## config.mk

```make
export PLATFORM = sky130hd
export DESIGN_NAME = knnpd_div
export DESIGN_NICKNAME = d
export VERILOG_FILES = /design/src/design/knnpd_pkg.sv /design/src/design/knnpd_div.sv
export SDC_FILE = /design/constraint.sdc
export NUM_CORES = 1
export LEC_CHECK = 0
export BUFFER_PORTS_ARGS = -buffer_cell sky130_fd_sc_hd__buf_2
export CAP_MARGIN = 30
export CORE_ASPECT_RATIO = 2
export CORE_MARGIN = 3
export CORE_UTILIZATION = 58
export CTS_BUF_LIST = sky130_fd_sc_hd__clkbuf_4 sky130_fd_sc_hd__clkbuf_8 sky130_fd_sc_hd__clkbuf_16
export DETAILED_ROUTE_END_ITERATION = 7
export GPL_ROUTABILITY_DRIVEN = 0
export PLACE_DENSITY = 0.81
export SYNTH_ARGS = -nofsm -noshare
export SYNTH_HDL_FRONTEND = slang
export SYNTH_SLANG_ARGS = --single-unit
```

## constraint.sdc

```tcl
create_clock -name clk -period 4.65 [get_ports clk]
set_clock_uncertainty 0.05 [all_clocks]
set_input_delay 0.93 -clock clk [delete_from_list [all_inputs] [get_ports clk]]
set_output_delay 0.93 -clock clk [all_outputs]
set_load 0.1 [all_outputs]
```

## src/design/knnpd_pkg.sv

```systemverilog
// Shared widths and constants for the k-nearest-neighbour point density block.
// No dependencies; imported by knnpd_sqrt, knnpd_div and knn_point_density_top.
package knnpd_pkg;

  localparam int COORD_W = 16;
  localparam int POINT_W = 3 * COORD_W;
  localparam int DIST_W  = 35;
  localparam int ROOT_W  = 26;
  localparam int RAD_W   = 2 * ROOT_W;
  localparam int DEN_W   = 61;
  localparam int NUM_W   = 43;
  localparam int GK_W    = 37;
  localparam int PFULL_W = 67;
  localparam int DENS_W  = 32;
  localparam int K_W     = 5;
  localparam int GAIN_W  = 32;
  localparam int DATA_W  = 32;
  localparam int ADDR_W  = 3;

  localparam logic [DIST_W-1:0] DIST_ONES = '1;
  localparam logic [29:0]       INV_Q32   = 30'd1025347913;
  localparam logic [DENS_W-1:0] DENS_MAX  = '1;

  localparam logic REG_K    = 1'b0;
  localparam logic REG_GAIN = 1'b1;

endpackage

```

## src/design/knnpd_div.sv

```systemverilog
// Restoring divider, one quotient bit per cycle.
// Depends on knnpd_pkg.
module knnpd_div (
  input  logic                         clk,
  input  logic                         rst_n,
  input  logic                         go,
  input  logic [knnpd_pkg::NUM_W-1:0]  dividend,
  input  logic [knnpd_pkg::DEN_W-1:0]  divisor,
  output logic                         done,
  output logic [knnpd_pkg::NUM_W-1:0]  quot
);
  import knnpd_pkg::*;

  typedef enum logic {S_IDLE, S_RUN} state_t;

  localparam int REM_W = DEN_W + 1;
  localparam int CNT_W = $clog2(NUM_W);

  state_t            state_r;
  logic [NUM_W-1:0]  dvd_r;
  logic [DEN_W-1:0]  dvs_r;
  logic [REM_W-1:0]  rem_r;
  logic [CNT_W-1:0]  cnt_r;
  logic              done_r;
  logic [REM_W-1:0]  rem_sh;
  logic              fits;

  assign rem_sh = {rem_r[REM_W-2:0], dvd_r[NUM_W-1]};
  assign fits   = rem_sh >= REM_W'(dvs_r);

  always_ff @(posedge clk) begin
    if (!rst_n) begin
      state_r <= S_IDLE;
      done_r  <= 1'b0;
    end else begin
      done_r <= 1'b0;
      case (state_r)
        S_IDLE: begin
          if (go) begin
            dvd_r   <= dividend;
            dvs_r   <= divisor;
            rem_r   <= '0;
            cnt_r   <= '0;
            state_r <= S_RUN;
          end
        end
        S_RUN: begin
          rem_r <= fits ? rem_sh - REM_W'(dvs_r) : rem_sh;
          dvd_r <= {dvd_r[NUM_W-2:0], fits};
          cnt_r <= cnt_r + 1'b1;
          if (cnt_r == CNT_W'(NUM_W - 1)) begin
            done_r  <= 1'b1;
            state_r <= S_IDLE;
          end
        end
        default: state_r <= S_IDLE;
      endcase
    end
  end

  assign done = done_r;
  assign quot = dvd_r;

endmodule

```

# Word level (Yosys, flattened, before mapping)
# Cells that the tools add are included.
classes:
  bitwise: 1
  muxes: 11
  n_reduce_logical: 3
  addsub: 2
  n_lt_le_gt_ge: 1
  n_eq_ne: 2
op_table:
  columns: ["operator", "count"]
  rows:
  - ["$mux 61", 2]
  - ["$pmux 61 s2", 1]
  - ["$pmux 43 s2", 1]
  - ["$ge 62x61->1", 1]
  - ["$sub 61x61->61", 1]
  - ["$mux 43", 1]
  - ["$pmux 6 s2", 1]
  - ["$add 6x1->6 const B", 1]
  - ["$eq 6x6->1 const B", 1]
  - ["$mux 6", 1]
  - ["$reduce_and 2->1", 2]
  - ["$mux 1", 3]
  - ["$reduce_and 3->1", 1]
  - ["$ne 2x2->1 const B", 1]
  - ["$pmux 1 s2", 1]
  - ["$not 1->1", 1]
word_totals:
  output_inout_bits: 44
  regBits: 173
  input_bits: 107
  wordCells: 26

# Logic depth before layout (Yosys ltp)
depth:
  ltp_word: 3
  mapped_depth: 15
  depth_no_buf: 13

# Least setup slack after synthesis
# No wires, ideal clock.
synth_path:
  kind: "input -> register"
  startpoint: "input go"
  endpoint: "register dvs_r[0], enable pin"
  arrival_time_ps: 3554
  stages: 2
  setup_slack_ps: 565
  path_buffers: 0
  setup_ps: 481
  required_time_ps: 4119
  cell_sequence: "nand2_1 -> nor2_1"
synth_between:
  elab_chain_cells: 1
synth_rtl:
  columns: ["element", "line_no", "text"]
  rows:
  - ["start: declaration", "knnpd_div.sv:6", "input logic go,"]
  - ["$reduce_and 3->1 (no source line)", null, null]
  - ["end signal: assignment", "knnpd_div.sv:41", "dvs_r <= divisor;"]
  - ["end: declaration", "knnpd_div.sv:21", "logic [DEN_W-1:0] dvs_r;"]
# No other way between the ends.
# A chain may end at the register's enable or synchronous reset.

# Final worst setup path
layout_path:
  startpoint: "register rem_r[6]"
  endpoint: "register rem_r[16], data pin"
layout_between:
  elab_chain_cells: 3
  word_cells_on_any_way: 4
  cone_classes: "1 x add/sub; 1 x order compare; 2 x mux"
layout_rtl:
  columns: ["element", "line_no", "text"]
  rows:
  - ["start: declaration", "knnpd_div.sv:22", "logic [REM_W-1:0] rem_r;"]
  - ["start signal: assignment", "knnpd_div.sv:48", "rem_r <= fits ? rem_sh - REM_W'(dvs_r) : rem_sh;"]
  - ["$sub 61x61->61 or $ge 62x61->1 (tied branches)", "knnpd_div.sv:48, knnpd_div.sv:29", null]
  - ["$mux 61 *", "knnpd_div.sv:48", null]
  - ["$pmux 61 s2 *", "knnpd_div.sv:37", "case (state_r)"]
# Every way passes the cells marked *; elsewhere a longest branch is shown, timed or not.

==> out/results.ini <==
[sta]
min_period_over_period_pct = 86.8
rsz0062_at_grt = no
slew_headroom_pct = 36.3
finalSetupTns_ns = 0
fmax_ghz = 0.248
drv_slew = 0
hold-worst-slack_ns = 0.532
finalWorstSetupSlack_ns = 0.616
tightest_slew_ns = 0.955
layout_min_cycle_time_ns = 4.03
hold_viol_final = 0
setup_viol = 0

[setup_path]
endpoint_kind = flop
setup.worst_path.class = flop to flop
path_cells = ha_1 -> a21o_1 -> a221o_1 -> a32o_1 -> or2_4 -> a211oi_4 -> nor4b_4 -> o311ai_2 -> and2_2 -> buf_4 -> nand2_1 -> a21oi_1
worstPathArrival_ns = 4.27
cpMaxStageDelayCell = and2_2
path_buf_inv = 1
critPathMaxFanout = 27
critPathLaunchType = flop
worstPathRequired_ns = 4.89
slowest_delay_ns = 0.58
crit_family = compound AO/OA/AOI/OAI gates

[grt]
grt_max_degree = 69
grt-ovfl-total = 0
antenna_found_initial = 0
grt_pass1_wl_mm = 41.9
grt_pass1_vias = 8793
grt.total_usage_pct = 26.6

[cells_and_area]
drive_gt1_share_pct = 20.9
layout.nets = 1355
diodes = 0
final-seq-area_um2 = 5180
postLayoutCoreUtil_pct = 67.7
multi_input_area_um2 = 4950
syn_to_final_growth_pct = 13.9
n_fill_cell = 1406

[floorplan]
ioPinCount = 151
start_util_pct = 59.5
coreArea_um2 = 18000
dieWidth_um = 102
die_area_um2 = 20200
fp.dieH_um = 198
fp-row-count = 69

[synth]
synthArstFlopShare_pct = 0
ys.flop_type = edfxtp_1
synthCells = 1062
syn_area_per_cell_um2 = 10.1
syn_nets = 1233
synth_edf_count = 171
yosysUniqueCellTypes = 70
ys_warn_count = 0
synth_seq_area_share_pct = 48.5
synth_seq_cells = 173
syn_area_um2 = 10700

[flow_run]
max_cap_viol_count = 0

[route]
drt_iter0_markers = 721
routed_wl_mm = 26.2
via_count = 8601
drtPass1Iterations = 5
post_drt_via_cell_ratio = 6.10
drc = 0
detail-route-antenna-nets = 0
wl_per_cell_um = 18.6

[clock_network]
cts_root_buf = clkbuf_16
cts_tree = done
cts_buffer_depth = 2
clk_pin_slew_ns = 0.07
cts_resized = 0
cts_sinks = 173
cts_made_buffers = 17
postCtsSetupBuffers = 0
clk_latency_ns = 0.44
hold_buffers = 0
htree_num_levels = 4

[placement]
dp_hpwl_mm = 19.4
io_buffers = 150
pre_cts_ws_ns = 0.672

[power]
cellInternalPower_mw = 3.10
ir_drop_uv = 311
p_sw_share_pct = 34.4
p_comb_share_pct = 28.4
cellPowerDensity_nw_per_um2 = 389
power_mw = 4.73
p_sw_mw = 1.63
clock_power_share_pct = 30.6
leakagePower_nw = 5.04
seq_power_share_pct = 41.0

[status]
status = completed

[min_path]
hold_class = flop to flop

## registers in the layout (all words and copies together) (netlist names)
name	cells
dvs_r	61
rem_r	61
quot	43
cnt_r	6
done	1
state_r	1
## area by class of cell
cell class,count,area share [%]
flip-flops and latches,173,42.6
well taps,213,2.19
repair buffers,161,7.06
clock buffers,18,3.61
clock inverters,14,1.24
multi-input cells,746,40.7
inverters,85,2.62
## synth_stat cells, types with 9 or more instances
master,count,area (um2)
edfxtp_1,171,5130
nand2_1,132,495
a21oi_1,112,561
inv_1,84,315
nor2_1,66,248
ha_1,63,788
o21ai_0,45,225
clkbuf_1,44,165
mux2_2,42,473
xnor2_1,35,307
nand3_1,24,120
a21o_1,23,173
nand4_1,22,138
nor3_1,19,95.1
xor2_1,19,166
a211oi_1,15,113
o21bai_1,14,105
buf_2,10,50.1
o21a_1,9,67.6
## logic make-up (layout without fill, tap and decap cells)
| logic type | Yosys count | after routing | synth area share (%) |
|---|---|---|---|
| mux | 45 | 45 | 4.71 |
| flops | 173 | 173 | 48.5 |
| fa+ha+maj | 64 | 64 | 7.57 |
| buf+inv | 143 | 278 | 5.32 |
| compound gates | 276 | 276 | 16.2 |
| simple gates | 307 | 307 | 13.3 |
| xor+xnor | 54 | 54 | 4.43 |
## cells in the final DEF (no fill, tap or decap), types with 5 or more instances in the layout
master	count
o21bai_1	14
a311oi_1	5
ha_1	63
o21a_1	8
xnor2_1	35
inv_6	5
inv_1	84
and2_1	6
a211oi_1	15
a21oi_1	112
buf_4	9
nand3_1	24
clkbuf_16	17
nand4_1	22
nor2_1	65
a31oi_1	7
xor2_1	19
mux2_2	42
a21boi_0	5
o21ai_0	45
o31ai_1	7
nor2b_1	6
buf_2	150
nor3_1	19
nand2_1	132
a21o_1	23
and3_1	6
edfxtp_1	171
## per-stage QoR
step                      instances  area, um2
final                          1410      12200
after global routing           1410      12200
after CTS                      1410      12200
after detailed placement       1378      11600
after global placement         1377      11600
after floorplan                1062      10700
## metal layers
layer / wire, um / track usage, % / vias to the layer above
met5: 0 / 0 / -
met4: 1300 / 14.3 / 0
met3: 1550 / 5.68 / 90
met2: 14100 / 48.3 / 355
met1: 9270 / 27.8 / 4045
li1: - / - / 4111
## power groups by stage
| stage | Clock [mW] | Sequential, mW | Combinational (mW) |
|---|---|---|---|
| after floorplan | 0 | 2.17 | 0.815 |
| after global placement | 0 | 1.96 | 1.30 |
| after detailed placement | 0 | 1.97 | 1.33 |
| after CTS | 1.46 | 1.94 | 1.33 |
| after global routing | 1.51 | 1.95 | 1.46 |
| final | 1.45 | 1.94 | 1.34 |
## path summary, 6_finish.rpt
| kind | endpoint | from | cells after the start | slack (ns) |
|---|---|---|---|---|
| max | rem_r[16]$_SDFFCE_PN0P_ | rem_r[6]$_SDFFCE_PN0P_ | 12 | 0.62 |
| min | quot[33]$_DFFE_PP_ | quot[32]$_DFFE_PP_ | 1 | 0.53 |
| max reg2reg | rem_r[16]$_SDFFCE_PN0P_ | rem_r[6]$_SDFFCE_PN0P_ | 12 | 0.62 |
| min reg2reg | quot[33]$_DFFE_PP_ | quot[32]$_DFFE_PP_ | 1 | 0.53 |
No activity file was read; power rests on OpenSTA's default activity.
