--- src/design/knnpd_pkg.sv ---
// Shared widths and constants for the k-nearest-neighbour point density block.
// No dependencies; imported by knnpd_sqrt, knnpd_div and knn_point_density_top.
package knnpd_pkg;

  localparam int COORD_W = 16;
  localparam int POINT_W = 3 * COORD_W;
  localparam int DIST_W  = 35;
  localparam int ROOT_W  = 26;
  localparam int RAD_W   = 2 * ROOT_W;
  localparam int DEN_W   = 61;
  localparam int NUM_W   = 43;
  localparam int GK_W    = 37;
  localparam int PFULL_W = 67;
  localparam int DENS_W  = 32;
  localparam int K_W     = 5;
  localparam int GAIN_W  = 32;
  localparam int DATA_W  = 32;
  localparam int ADDR_W  = 3;

  localparam logic [DIST_W-1:0] DIST_ONES = '1;
  localparam logic [29:0]       INV_Q32   = 30'd1025347913;
  localparam logic [DENS_W-1:0] DENS_MAX  = '1;

  localparam logic REG_K    = 1'b0;
  localparam logic REG_GAIN = 1'b1;

endpackage

--- src/design/knnpd_sqrt.sv ---
// Iterative integer square root of d2 * 2^16, two radicand bits per cycle.
// Depends on knnpd_pkg.
module knnpd_sqrt (
  input  logic                          clk,
  input  logic                          rst_n,
  input  logic                          go,
  input  logic [knnpd_pkg::DIST_W-1:0]  d2,
  output logic                          done,
  output logic [knnpd_pkg::ROOT_W-1:0]  root
);
  import knnpd_pkg::*;

  typedef enum logic {S_IDLE, S_RUN} state_t;

  localparam int REM_W = ROOT_W + 3;
  localparam int CNT_W = $clog2(ROOT_W);

  state_t              state_r;
  logic [RAD_W-1:0]    rad_r;
  logic [REM_W-1:0]    rem_r;
  logic [ROOT_W-1:0]   root_r;
  logic [CNT_W-1:0]    cnt_r;
  logic                done_r;
  logic [REM_W-1:0]    rem_sh;
  logic [REM_W-1:0]    trial;
  logic                fits;

  assign rem_sh = {rem_r[REM_W-3:0], rad_r[RAD_W-1:RAD_W-2]};
  assign trial  = REM_W'({root_r, 2'b01});
  assign fits   = rem_sh >= trial;

  always_ff @(posedge clk) begin
    if (!rst_n) begin
      state_r <= S_IDLE;
      done_r  <= 1'b0;
    end else begin
      done_r <= 1'b0;
      case (state_r)
        S_IDLE: begin
          if (go) begin
            rad_r   <= RAD_W'({d2, 16'b0});
            rem_r   <= '0;
            root_r  <= '0;
            cnt_r   <= '0;
            state_r <= S_RUN;
          end
        end
        S_RUN: begin
          rad_r  <= rad_r << 2;
          rem_r  <= fits ? rem_sh - trial : rem_sh;
          root_r <= {root_r[ROOT_W-2:0], fits};
          cnt_r  <= cnt_r + 1'b1;
          if (cnt_r == CNT_W'(ROOT_W - 1)) begin
            done_r  <= 1'b1;
            state_r <= S_IDLE;
          end
        end
        default: state_r <= S_IDLE;
      endcase
    end
  end

  assign done = done_r;
  assign root = root_r;

endmodule

--- config.mk ---
export PLATFORM = sky130hd
export DESIGN_NAME = knnpd_sqrt
export DESIGN_NICKNAME = d
export VERILOG_FILES = /design/src/design/knnpd_pkg.sv /design/src/design/knnpd_sqrt.sv
export SDC_FILE = /design/constraint.sdc
export NUM_CORES = 1
export LEC_CHECK = 0
export BUFFER_PORTS_ARGS = -buffer_cell sky130_fd_sc_hd__buf_2
export CORE_MARGIN = 5
export CORE_UTILIZATION = 50
export CTS_BUF_LIST = sky130_fd_sc_hd__clkbuf_4 sky130_fd_sc_hd__clkbuf_8
export CTS_CLUSTER_SIZE = 25
export DETAILED_ROUTE_END_ITERATION = 10
export PLACE_DENSITY = 0.74
export SETUP_SLACK_MARGIN = 0.3
export SYNTH_ARGS = -nofsm -noshare
export SYNTH_HDL_FRONTEND = slang
export SYNTH_SLANG_ARGS = --single-unit
--- constraint.sdc ---
create_clock -name clk -period 6.25 [get_ports clk]
set_input_delay 1.25 -clock clk [delete_from_list [all_inputs] [get_ports clk]]
set_output_delay 1.25 -clock clk [all_outputs]
set_load 0.1 [all_outputs]
== After elaboration in Yosys (flattened, before gate mapping) ==
Index checks and enable logic that the tools add are counted.

* Output and inout port bits: 27
* Logic and storage cells: 27
* Flip-flop bits (word level): 112

* Order comparisons: 1
* Multiplexer cells: 13
* Reductions and logical operators: 2
* Add/subtract/negate cells: 2
* Bitwise gates (word level): 1
* Equal/unequal tests: 2

{| class="wikitable"
|+ Operator list
! cell !! number
|-
| case mux 52 bit (2 select lines) || 1
|-
| two-way mux 27 bit || 2
|-
| case mux 27 bit (2 select lines) || 1
|-
| two-way mux 52 bit || 1
|-
| case mux 26 bit (2 select lines) || 1
|-
| >= comparator 29 x 28 -> 1 bit || 1
|-
| subtractor 27 bit || 1
|-
| two-way mux 26 bit || 1
|-
| case mux 5 bit (2 select lines) || 1
|-
| adder 5 x 1 -> 5 bit (second input constant) || 1
|-
| equality test 5 bit (second input constant) || 1
|-
| two-way mux 5 bit || 1
|-
| AND reduction 2 bit || 2
|-
| two-way mux 1 bit || 3
|-
| inequality test 2 bit (second input constant) || 1
|-
| case mux 1 bit (2 select lines) || 1
|-
| NOT 1 bit || 1
|}

== Logic depth before layout (Yosys ltp) ==
Gate-level depths: netlist (run 1).

* Word-level depth: 3
* Mapped depth: 11
* Depth with buffers taken out: 9

== Worst setup path before layout (run 1) ==
OpenSTA, ideal clock, no wires.

* Path type: input to register
* Start point: input rst_n
* End point: register cnt_r[0], enable pin
* Arrival time: 3.393 ns
* Path buffers: 0
* Stages: 1
* Setup slack: 2.397 ns
* Cell sequence: o21a_1

* Longest elaborated chain between the ends: 1

{| class="wikitable"
|+ RTL lines
! item !! line !! source
|-
| from (decl) || knnpd_sqrt.sv:5 || <nowiki>input logic rst_n,</nowiki>
|-
| AND reduction 2 bit (no source line) || -- ||
|-
| to (signal assigned) || knnpd_sqrt.sv:52 || <nowiki>cnt_r <= cnt_r + 1'b1;</nowiki>
|-
| to (decl) || knnpd_sqrt.sv:22 || <nowiki>logic [CNT_W-1:0] cnt_r;</nowiki>
|}

No other way between the ends.
A chain may end at the register's enable or synchronous reset.

== Worst setup path in the final report (run 1) ==
* Start point: register root_r[1] (netlist: root[1])
* End point: register rem_r[16], data pin

* Longest elaborated chain between the ends: 3

{| class="wikitable"
|+ RTL lines
! item !! line !! source
|-
| from (decl) || knnpd_sqrt.sv:21 || <nowiki>logic [ROOT_W-1:0] root_r;</nowiki>
|-
| from (signal assigned) || knnpd_sqrt.sv:51 || <nowiki>root_r <= {root_r[ROOT_W-2:0], fits};</nowiki>
|-
| subtractor 27 bit or >= comparator 29 x 28 -> 1 bit (tied branches) || knnpd_sqrt.sv:50, knnpd_sqrt.sv:30 ||
|-
| two-way mux 27 bit * || knnpd_sqrt.sv:50 || <nowiki>rem_r <= fits ? rem_sh - trial : rem_sh;</nowiki>
|-
| case mux 27 bit (2 select lines) * || knnpd_sqrt.sv:38 || <nowiki>case (state_r)</nowiki>
|-
| to (signal assigned) || knnpd_sqrt.sv:50 ||
|-
| to (decl) || knnpd_sqrt.sv:20 || <nowiki>logic [REM_W-1:0] rem_r;</nowiki>
|}

Every way passes the cells marked *; elsewhere a longest branch is shown, timed or not.

==> run_results.csv, run 1 <==
group,metric,value,unit
global_routing,antenna_found_initial,0,
layout,layout_commonest_cell,"edfxtp_1",
route,met3_length,840,µm
clock_tree,cts_tree,"done",
worst_setup_path,start_kind,"register",
timing,max_freq,334.1,MHz
clock_tree,cts.repair.resized,0,
worst_setup_path,r2r_cells,9,
job,drv_cap,0,
power_and_ir_drop,p_leak,2.518,nW
timing,clock_skew,12.29,ps
route,m1WireLength,5439,µm
timing,setup_violations,0,
status,outcome,"completed",
synthesis,ys_seq_area_share,50.27,%
die,start_util,50.52,%
worst_setup_path,crit_required,6320,ps
placement,io_buffers,64,
timing,rsz0062_at_grt,"false",
placement,gp_congestion,0.9228,
worst_setup_path,cp.arrival,3070,ps
die,core-area,11270,µm²
global_routing,grt_overflow_total,0,
timing,finalCritPeriodShare,47.89,%
synthesis,ys.flop_type,"edfxtp_1",
die,dieArea,13620,µm²
worst_setup_path,critPathKind,"register to register",
min_path,worstHoldPathType,"register to register",
timing,report.final.slew_viol_count,0,
synthesis,postSynthCellCount,530,
clock_tree,cts_buffers,9,
clock_tree,cts_hold_buf,0,
route,first_pass_iters,5,
clock_tree,clkLatencyLatePin,370,ps
route,routed_wl,12180,µm
synthesis,yosysWarnings,0,
clock_tree,clock_sinks,96,
timing,fin_crit,2993,ps
die,die_y,116.7,µm
route,wl_per_cell,16.62,µm
synthesis,synth_edf_count,94,
layout,stdcell_area,6295,µm²
layout,antenna_cells,0,
worst_setup_path,cp-end-kind,"register",
synthesis,yosys_register_bits,96,
timing,relSlewSlack,39.26,%
timing,tightestPinTransition,906.8,ps
placement,placed_cell_area,6132,µm²
layout,final_util,55.84,%
synthesis,synth-async-reset-ratio,0,%
synthesis,ys_types,55,
clock_tree,clock_tree.buffer_depth,2,
route,drc_errors,0,
timing,final.setup.tns,0,ps
layout,drive_gt1_share,22.03,%
global_routing,track_usage,18.95,%
route,drt_iter0_markers,274,
clock_tree,path_clk_slew,90,ps
min_path,min_path_cells,1,
route,viasPerCell,5.645,
clock_tree,cts_htree_levels,3,
placement,hpwl,8561,µm
clock_tree,cts_setup_buffers,0,
route,route.top_layer_used,"met4",
clock_tree,clockRootBuffer,"clkbuf_8",
worst_setup_path,crit_path_max_fanout,9,
global_routing,grt_max_degree,82,
power_and_ir_drop,max-vdd-ir-drop,160.9,µV
timing,holdWs,549.3,ps
die,rows,39,
timing,hold_violations,0,
layout,syn2layout_area_growth,10.55,%
route,vias,4138,
synthesis,syn-cell-area,5694,µm²
layout,final_nets,653,
route,wl_met2,5596,µm
synthesis,syn_area_per_cell,10.74,µm²
die,die_x,116.7,µm
power_and_ir_drop,power_density,256.8,nW/µm²
global_routing,first_global_vias,4253,
die,io_pins,65,
synthesis,syn_nets,598,
route,postRouteAntennaNets,0,
global_routing,grt_pass1_wl,20380,µm
layout,final_cell_mix,"edfxtp_1 (94), buf_2 (64), nand2_1 (59)",
==> flip-flops by register name (all words and copies together), names as in the netlist <==
register  flops
done          1
cnt_r         5
rem_r        27
rad_r        36
state_r       1
root         26
==> kinds of logic after synthesis <==
kind of cell               share of synthesized area (%)
and+or+nand+nor                                    13.93
adders and majority gates                          6.592
xor gates and xnor gates                           2.615
DFF                                                50.27
buffers and inverters                              4.043
muxes                                              10.04
AOI/OAI and AO/OA                                  12.50
==> metal layers <==
layer	global-route usage (%)	vias to the layer above
met4	8.028	0
met1	24.45	1932
met2	29.96	129
met3	5.389	20
li1	-	2057
met5	0	-
==> worst max-delay path, cell delays in order (launching register included) <==
cell	delay (ps)
edfxtp_1	370
inv_1	60
ha_1	380
o211ai_1	120
o21ai_1	350
o211ai_1	160
and4b_1	250
o21ai_2	430
a31o_2	410
a211oi_1	170
==> synth_stat cells (9+ instances only) <==
cell,n,area [µm²]
nor3_1,10,50.05
mux2_2,33,371.6
o21ai_0,13,65.06
nor2_1,55,206.5
xor2_1,10,87.58
inv_1,34,127.6
ha_1,30,375.4
a21o_1,9,67.56
clkbuf_1,10,37.54
a311oi_1,9,78.83
edfxtp_1,94,2823
nand2_1,59,221.5
a211oi_1,10,75.07
a21oi_1,24,120.1
mux2i_1,20,200.2
nand3_1,14,70.07
==> stage by stage <==
step	setup slack (ps)	total power [mW]	std cells
3_3_place_gp	3375	1.260	717
6_report	3257	1.617	733
5_1_grt	3139	1.712	733
4_1_cts	3315	1.630	733
3_5_place_dp	3297	1.270	717
2_1_floorplan	2397	1.171	530
==> cell type report <==
cell class | instances | area (µm²)
Timing Repair Buffer | 67 | 342.8
Tap cell | 143 | 178.9
Inverter | 35 | 131.4
Sequential cell | 96 | 2864
Multi-Input combinational cell | 376 | 2615
Clock inverter | 7 | 38.79
Clock buffer | 9 | 123.9
Fill cell | 988 | 4977
==> path summary, 6_finish.rpt <==
path                                start   endpoint  slack [ps]
worst min register to register  rad_r[49]  rad_r[51]         550
worst min-delay path            rad_r[49]  rad_r[51]         550
worst max-delay path              root[1]  rem_r[16]        3260
worst max register to register    root[1]  rem_r[16]        3260
==> report_power, final <==
| part | total, mW | leakage [nW] | switching (mW) | internal [mW] |
|---|---|---|---|---|
| sequential | 0.790 | 0.931 | 0.0215 | 0.768 |
| combinational | 0.469 | 1.50 | 0.308 | 0.161 |
| clock | 0.358 | 0.0822 | 0.217 | 0.140 |
| total | 1.62 | 2.52 | 0.547 | 1.07 |
Note: power is estimated with default switching activity, not from simulation.
==> run 2: changes to the inputs <==
PLACE_DENSITY = 0.77   (was 0.74)
clock period = 2.6 ns   (was 6.25 ns; I/O delays follow)
==> run 2 against run 1 <==
  * The flow now finishes with violations (setup timing)
  * Hold slack got worse by 130 ps
  * Combinational power increased to 3.3 times the previous value
  * Utilization increased by 10 points
  * Maximum frequency increased by 13%
  * Clock skew about the same
  * Design area increased by 19%
==> run_results.csv, run 2 (synthesized netlist as in run 1, its figures left out) <==
group,metric,value,unit
timing,fin_crit,2653,ps
global_routing,grt_max_degree,52,
power_and_ir_drop,pwr-share-clk,20.5,%
timing,hold_violations,0,
layout,layout_commonest_cell,"edfxtp_1",
global_routing,track_usage,21.66,%
power_and_ir_drop,p_int,2.885,mW
worst_setup_path,slowest_delay,490,ps
worst_setup_path,crit_family,"simple AND/OR/NAND/NOR gates",
power_and_ir_drop,seq_power_share,43.7,%
clock_tree,clkLatencyLatePin,380,ps
worst_setup_path,cp-end-kind,"register",
layout,final_nets,745,
clock_tree,cts_htree_levels,3,
status,outcome,"finished, violations left",
die,dieArea,13620,µm²
global_routing,grt_overflow_total,0,
clock_tree,cts_tree,"done",
worst_setup_path,cp.arrival,2800,ps
layout,final_cell_mix,"edfxtp_1 (94), buf_4 (87), buf_2 (64)",
die,die_y,116.7,µm
route,drt_iter0_markers,278,
route,vias,4648,
layout,instances_no_fill,824,
timing,report.final.slew_viol_count,0,
worst_setup_path,critPathKind,"register to register",
global_routing,grt_pass1_wl,23160,µm
route,drc_errors,0,
worst_setup_path,cp_slowest_cell,"or4_1",
placement,hpwl,9726,µm
power_and_ir_drop,power_switching,1.485,mW
route,wl_per_cell,17.04,µm
layout,regMostFlops,"rad_r",
clock_tree,path_clk_slew,100,ps
placement,gp_congestion,0.9064,
layout,largest_reg_flops,36,
die,die_x,116.7,µm
job,drv_cap,0,
timing,clock_skew,12.44,ps
power_and_ir_drop,swShare,33.98,%
die,start_util,50.52,%
die,rows,39,
layout,antenna_cells,0,
die,io_pins,65,
power_and_ir_drop,power_density,585.5,nW/µm²
status,violations,"setup timing",
layout,syn2layout_area_growth,31.05,%
worst_setup_path,start_kind,"register",
timing,rsz0062_at_grt,"true",
timing,relSlewSlack,57.13,%
placement,dp_cells,784,
route,first_pass_iters,5,
clock_tree,clock_tree.buffer_depth,2,
placement,io_buffers,64,
die,core-area,11270,µm²
power_and_ir_drop,combPwrFrac,35.8,%
clock_tree,clockRootBuffer,"clkbuf_8",
timing,max_freq,376.9,MHz
timing,finalCritPeriodShare,102.0,%
clock_tree,cts_buffers,9,
clock_tree,clock_sinks,96,
min_path,worstHoldPathType,"primary input to register",
worst_setup_path,crit_required,2740,ps
layout,drive_gt1_share,40.53,%
global_routing,first_global_vias,4899,
worst_setup_path,crit_buf_inv,0,
power_and_ir_drop,max-vdd-ir-drop,411.8,µV
power_and_ir_drop,p_leak,3.018,nW
timing,tightestPinTransition,642.1,ps
global_routing,antenna_found_initial,0,
timing,setup_violations,9,
power_and_ir_drop,power,4.369,mW
timing,setup_slack,-53.23,ps
worst_setup_path,crit_path_max_fanout,3,
worst_setup_path,crit_chain,"ha_4 > nand2_4 > or3_4 > a311o_1 > and4_4 > or4_1 > nand4_1 > mux2i_1",
route,postRouteAntennaNets,0,
route,viasPerCell,5.641,
route,routed_wl,14040,µm
worst_setup_path,r2r_setup_slack,-50,ps
==> run 2: path summary, 6_finish.rpt <==
kind             start         to  cells past startpoint
min reg2reg  rad_r[49]  rad_r[51]                      1
max reg2reg  rem_r[12]  rem_r[23]                      8
min              rst_n       done                      2
max          rem_r[12]  rem_r[23]                      8
==> run 2: per-stage QoR <==
stage	hold slack (ps)	cell area [µm²]	TNS, ps	setup WS (ps)	util, %
2_1_floorplan	502.6	5794	-14510	-765.4	-
3_3_place_gp	507.9	6748	-1418	-149.1	59.86
3_5_place_dp	515.1	6748	-2146	-137.6	59.86
4_1_cts	404.8	7311	-38.72	-38.72	64.86
5_1_grt	417.9	7462	-2177	-152.5	66.20
6_report	423.5	7462	-135.9	-53.23	66.20
==> run 2: cell type report <==
cell class	count	area, µm²
fill	851	3810
multi-input combinational	376	3017
sequential	96	2864
timing repair buffer	159	1106
tap	143	178.9
clock buffer	10	131.4
inverter	35	131.4
clock inverter	5	33.78
==> run 2: repair_timing <==
action,CTS,global route
pin swaps,24,13
endpoints found under the setup margin,28,28
buffers inserted,18,6
gates cloned,1,0
endpoints found under the hold margin,0,0
resized for setup,35,24
hold buffers,0,0
==> run 2: worst reg2reg max path, cell delays in order (launching register included) <==
cell	delay [ps]
edfxtp_1	460
ha_4	320
nand2_4	50
or3_4	390
a311o_1	360
and4_4	180
or4_1	490
nand4_1	100
mux2i_1	80
==> run 2: power by group through the flow <==
| stage | sequential [mW] | combinational (mW) | clock, mW |
|---|---|---|---|
| floorplan | 2.09 | 0.762 | 0 |
| global placement | 1.93 | 1.30 | 0 |
| detailed placement | 1.94 | 1.33 | 0 |
| CTS | 1.91 | 1.48 | 0.920 |
| global route | 1.92 | 1.69 | 0.982 |
| finish | 1.91 | 1.56 | 0.897 |
==> run 2: metal layers <==
layer / share of wire [%] / track usage, % / vias to the layer above
li1: - / - / 2241
met1: 42 / 26.29 / 2211
met2: 49 / 37.92 / 166
met3: 6.5 / 4.249 / 30
met4: 2.6 / 8.410 / 0
met5: 0 / 0 / -
==> run 3: changes to the inputs <==
ABC_AREA = 1   (was not set)
PLACE_DENSITY = 0.76   (was 0.77)
==> run 3 against run 2 <==
  * The flow now finishes without violations
  * Clock skew is 2.9 ps lower
  * Synthesized area is 11% higher
  * Via count up 19%
  * Clock power grew 20%
  * First-iteration DRC count is 23% higher
  * Sequential cell count unchanged
  * Global-route usage is 2.6 points lower
  * Maximum frequency up 18%
  * Utilization down 3.3 points
  * Hold slack lost 21 ps
  * Sequential power hardly changed
  * Highest routed layer unchanged
==> run_results.csv, run 3 <==
group,metric,value,unit
status,outcome,"completed",
power_and_ir_drop,power_density,572.3,nW/µm²
timing,relSlewSlack,65.89,%
synthesis,synth_area_leaders,"edfxtp_1 (45%), nand2_1 (23%), inv_1 (9.9%), ha_1 (5.9%), nor2_1 (5.7%)",
clock_tree,clock_tree.buffer_depth,2,
synthesis,synth_common_cells,"nand2_1 (387), inv_1 (167), nor2_1 (96)",
timing,hold_violations,0,
placement,gp_congestion,0.9381,
layout,layout_commonest_cell,"nand2_1",
worst_setup_path,start_kind,"register",
layout,antenna_cells,0,
worst_setup_path,crit_chain,"ha_4 > nand2_1 > nor2_2 > nand2_2 > nor2_1 > nand2_1 > nand3_4 > clkbuf_16 > nand2_1 > nand2_1 > nor2_1",
clock_tree,cts_tree,"done",
power_and_ir_drop,p_leak,4.079,nW
power_and_ir_drop,max-vdd-ir-drop,351.3,µV
route,met3_length,811,µm
layout,regMostFlops,"rad_r",
timing,rsz0062_at_grt,"false",
layout,final_nets,1045,
timing,clock_skew,9.542,ps
worst_setup_path,cp-end-kind,"register",
layout,largest_reg_flops,36,
timing,setup_violations,0,
global_routing,antenna_found_initial,0,
placement,hpwl,10060,µm
synthesis,synth-async-reset-ratio,0,%
clock_tree,cts_hold_buf,0,
timing,tightestPinTransition,511.7,ps
synthesis,synth_edf_count,94,
global_routing,grt_max_degree,61,
route,drt_iter0_markers,343,
synthesis,ys_seq_area_share,45.17,%
route,drc_errors,0,
worst_setup_path,crit_required,2740,ps
worst_setup_path,slowest_delay,440,ps
synthesis,syn_area_per_cell,7.193,µm²
clock_tree,cts_htree_levels,3,
synthesis,syn-cell-area,6337,µm²
clock_tree,path_clk_slew,90,ps
clock_tree,clockRootBuffer,"clkbuf_8",
global_routing,grt_overflow_total,0,
clock_tree,clock_sinks,96,
route,first_pass_iters,5,
synthesis,postSynthCellCount,881,
synthesis,yosysWarnings,0,
synthesis,syn_nets,949,
timing,holdWs,402.0,ps
die,rows,41,
die,dieArea,15030,µm²
timing,finalCritPeriodShare,86.32,%
route,wl_per_cell,13.04,µm
synthesis,yosys_register_bits,96,
timing,report.final.slew_viol_count,0,
placement,io_buffers,64,
global_routing,first_global_vias,5002,
worst_setup_path,critPathMostFrequentCell,"nand2_1",
global_routing,track_usage,19.01,%
layout,drive_gt1_share,23.75,%
layout,syn2layout_area_growth,24.23,%
route,wl_met2,6913,µm
route,vias,5519,
synthesis,ys.flop_type,"edfxtp_1",
layout,fillers,1142,
route,viasPerCell,4.787,
synthesis,synth_top_area_share,44.54,%
die,io_pins,65,
clock_tree,clkLatencyLatePin,380,ps
job,drv_cap,0,
min_path,worstHoldPathType,"primary input to register",
synthesis,yosysMostFrequentCell,"nand2_1",
clock_tree,cts_buffers,9,
die,die_y,122.6,µm
route,route.top_layer_used,"met4",
worst_setup_path,critPathKind,"register to register",
worst_setup_path,crit_path_max_fanout,7,
global_routing,grt_pass1_wl,22610,µm
die,start_util,50.63,%
timing,max_freq,445.6,MHz
route,routed_wl,15030,µm
timing,fin_crit,2244,ps
worst_setup_path,cp_slowest_cell,"edfxtp_1",
die,die_x,122.6,µm
route,postRouteAntennaNets,0,
worst_setup_path,cp.arrival,2380,ps
route,m1WireLength,6740,µm
die,core-area,12520,µm²
synthesis,synth_top_area_cell,"edfxtp_1",
timing,final.setup.tns,0,ps
synthesis,ys_types,30,
layout,final_cell_mix,"nand2_1 (353), inv_1 (141), edfxtp_1 (94)",
[run 3: layer usage]
metal  vias up  global-route usage (%)
met4         0                   8.467
met3        42                   3.041
met2       161                   30.78
li1       2852                       -
met1      2464                   25.25
met5         -                       0
[run 3: cells by family after synthesis]
| kind of cell | Yosys count | share of synthesized area [%] |
|---|---|---|
| flops | 96 | 45.17 |
| buf+inv | 189 | 11.85 |
| fa+ha+maj | 30 | 5.923 |
| simple gates | 531 | 33.13 |
| xor+xnor | 16 | 2.211 |
| compound gates | 19 | 1.718 |
[run 3: area by class of cell]
type	instances	area, µm²	area share [%]
Multi-Input combinational cell	596	3224	40.96
Clock inverter	3	67.56	0.8582
Timing Repair Buffer	105	720.7	9.154
Sequential cell	96	2864	36.38
Clock buffer	12	146.4	1.859
Inverter	169	634.4	8.058
Tap cell	172	215.2	2.734
[run 3: report_power, final]
group	switching, mW	internal, mW	total [mW]
sequential	0.0716	1.85	1.92
combinational	0.952	0.552	1.50
clock	0.511	0.570	1.08
total	1.53	2.97	4.51
[run 3: worst paths after layout]
check / slack, ps / depth (start not counted) / from / end
worst max-delay path: 360 / 11 / rem_r[13] / rem_r[16]
worst min-delay path: 400 / 3 / d2[19] / rad_r[35]
worst max register to register: 360 / 11 / rem_r[13] / rem_r[16]
worst min register to register: 520 / 2 / rad_r[18] / rad_r[20]
[run 3: critical path: cells and delay by family (launching register included)]
kind | cells | cell delay [ps]
AND/OR/NAND/NOR | 9 | 1040
flip-flops | 1 | 440
adder cells (fa/ha/maj) | 1 | 330
buffers and inverters | 1 | 210
[run 3: repair_timing]
item,in CTS,in global routing
cloned,0,6
pin swaps,0,21
setup buffers,0,29
setup endpoints to repair,1,28
gates resized for setup,1,68
hold endpoints to repair,0,0
[run 3: metrics by stage]
| step | total power, mW | util [%] | std cells | setup slack, ps | cell area, µm² |
|---|---|---|---|---|---|
| after floorplan | 2.970 | - | 881 | 11.00 | 6634 |
| after global routing | 4.773 | 62.89 | 1153 | 238.6 | 7873 |
| after CTS | 4.312 | 58.52 | 1118 | 303.3 | 7325 |
| final | 4.505 | 62.89 | 1153 | 355.8 | 7873 |
| after global placement | 3.212 | 56.79 | 1103 | 353.7 | 7108 |
| after detailed placement | 3.227 | 56.79 | 1103 | 327.7 | 7108 |
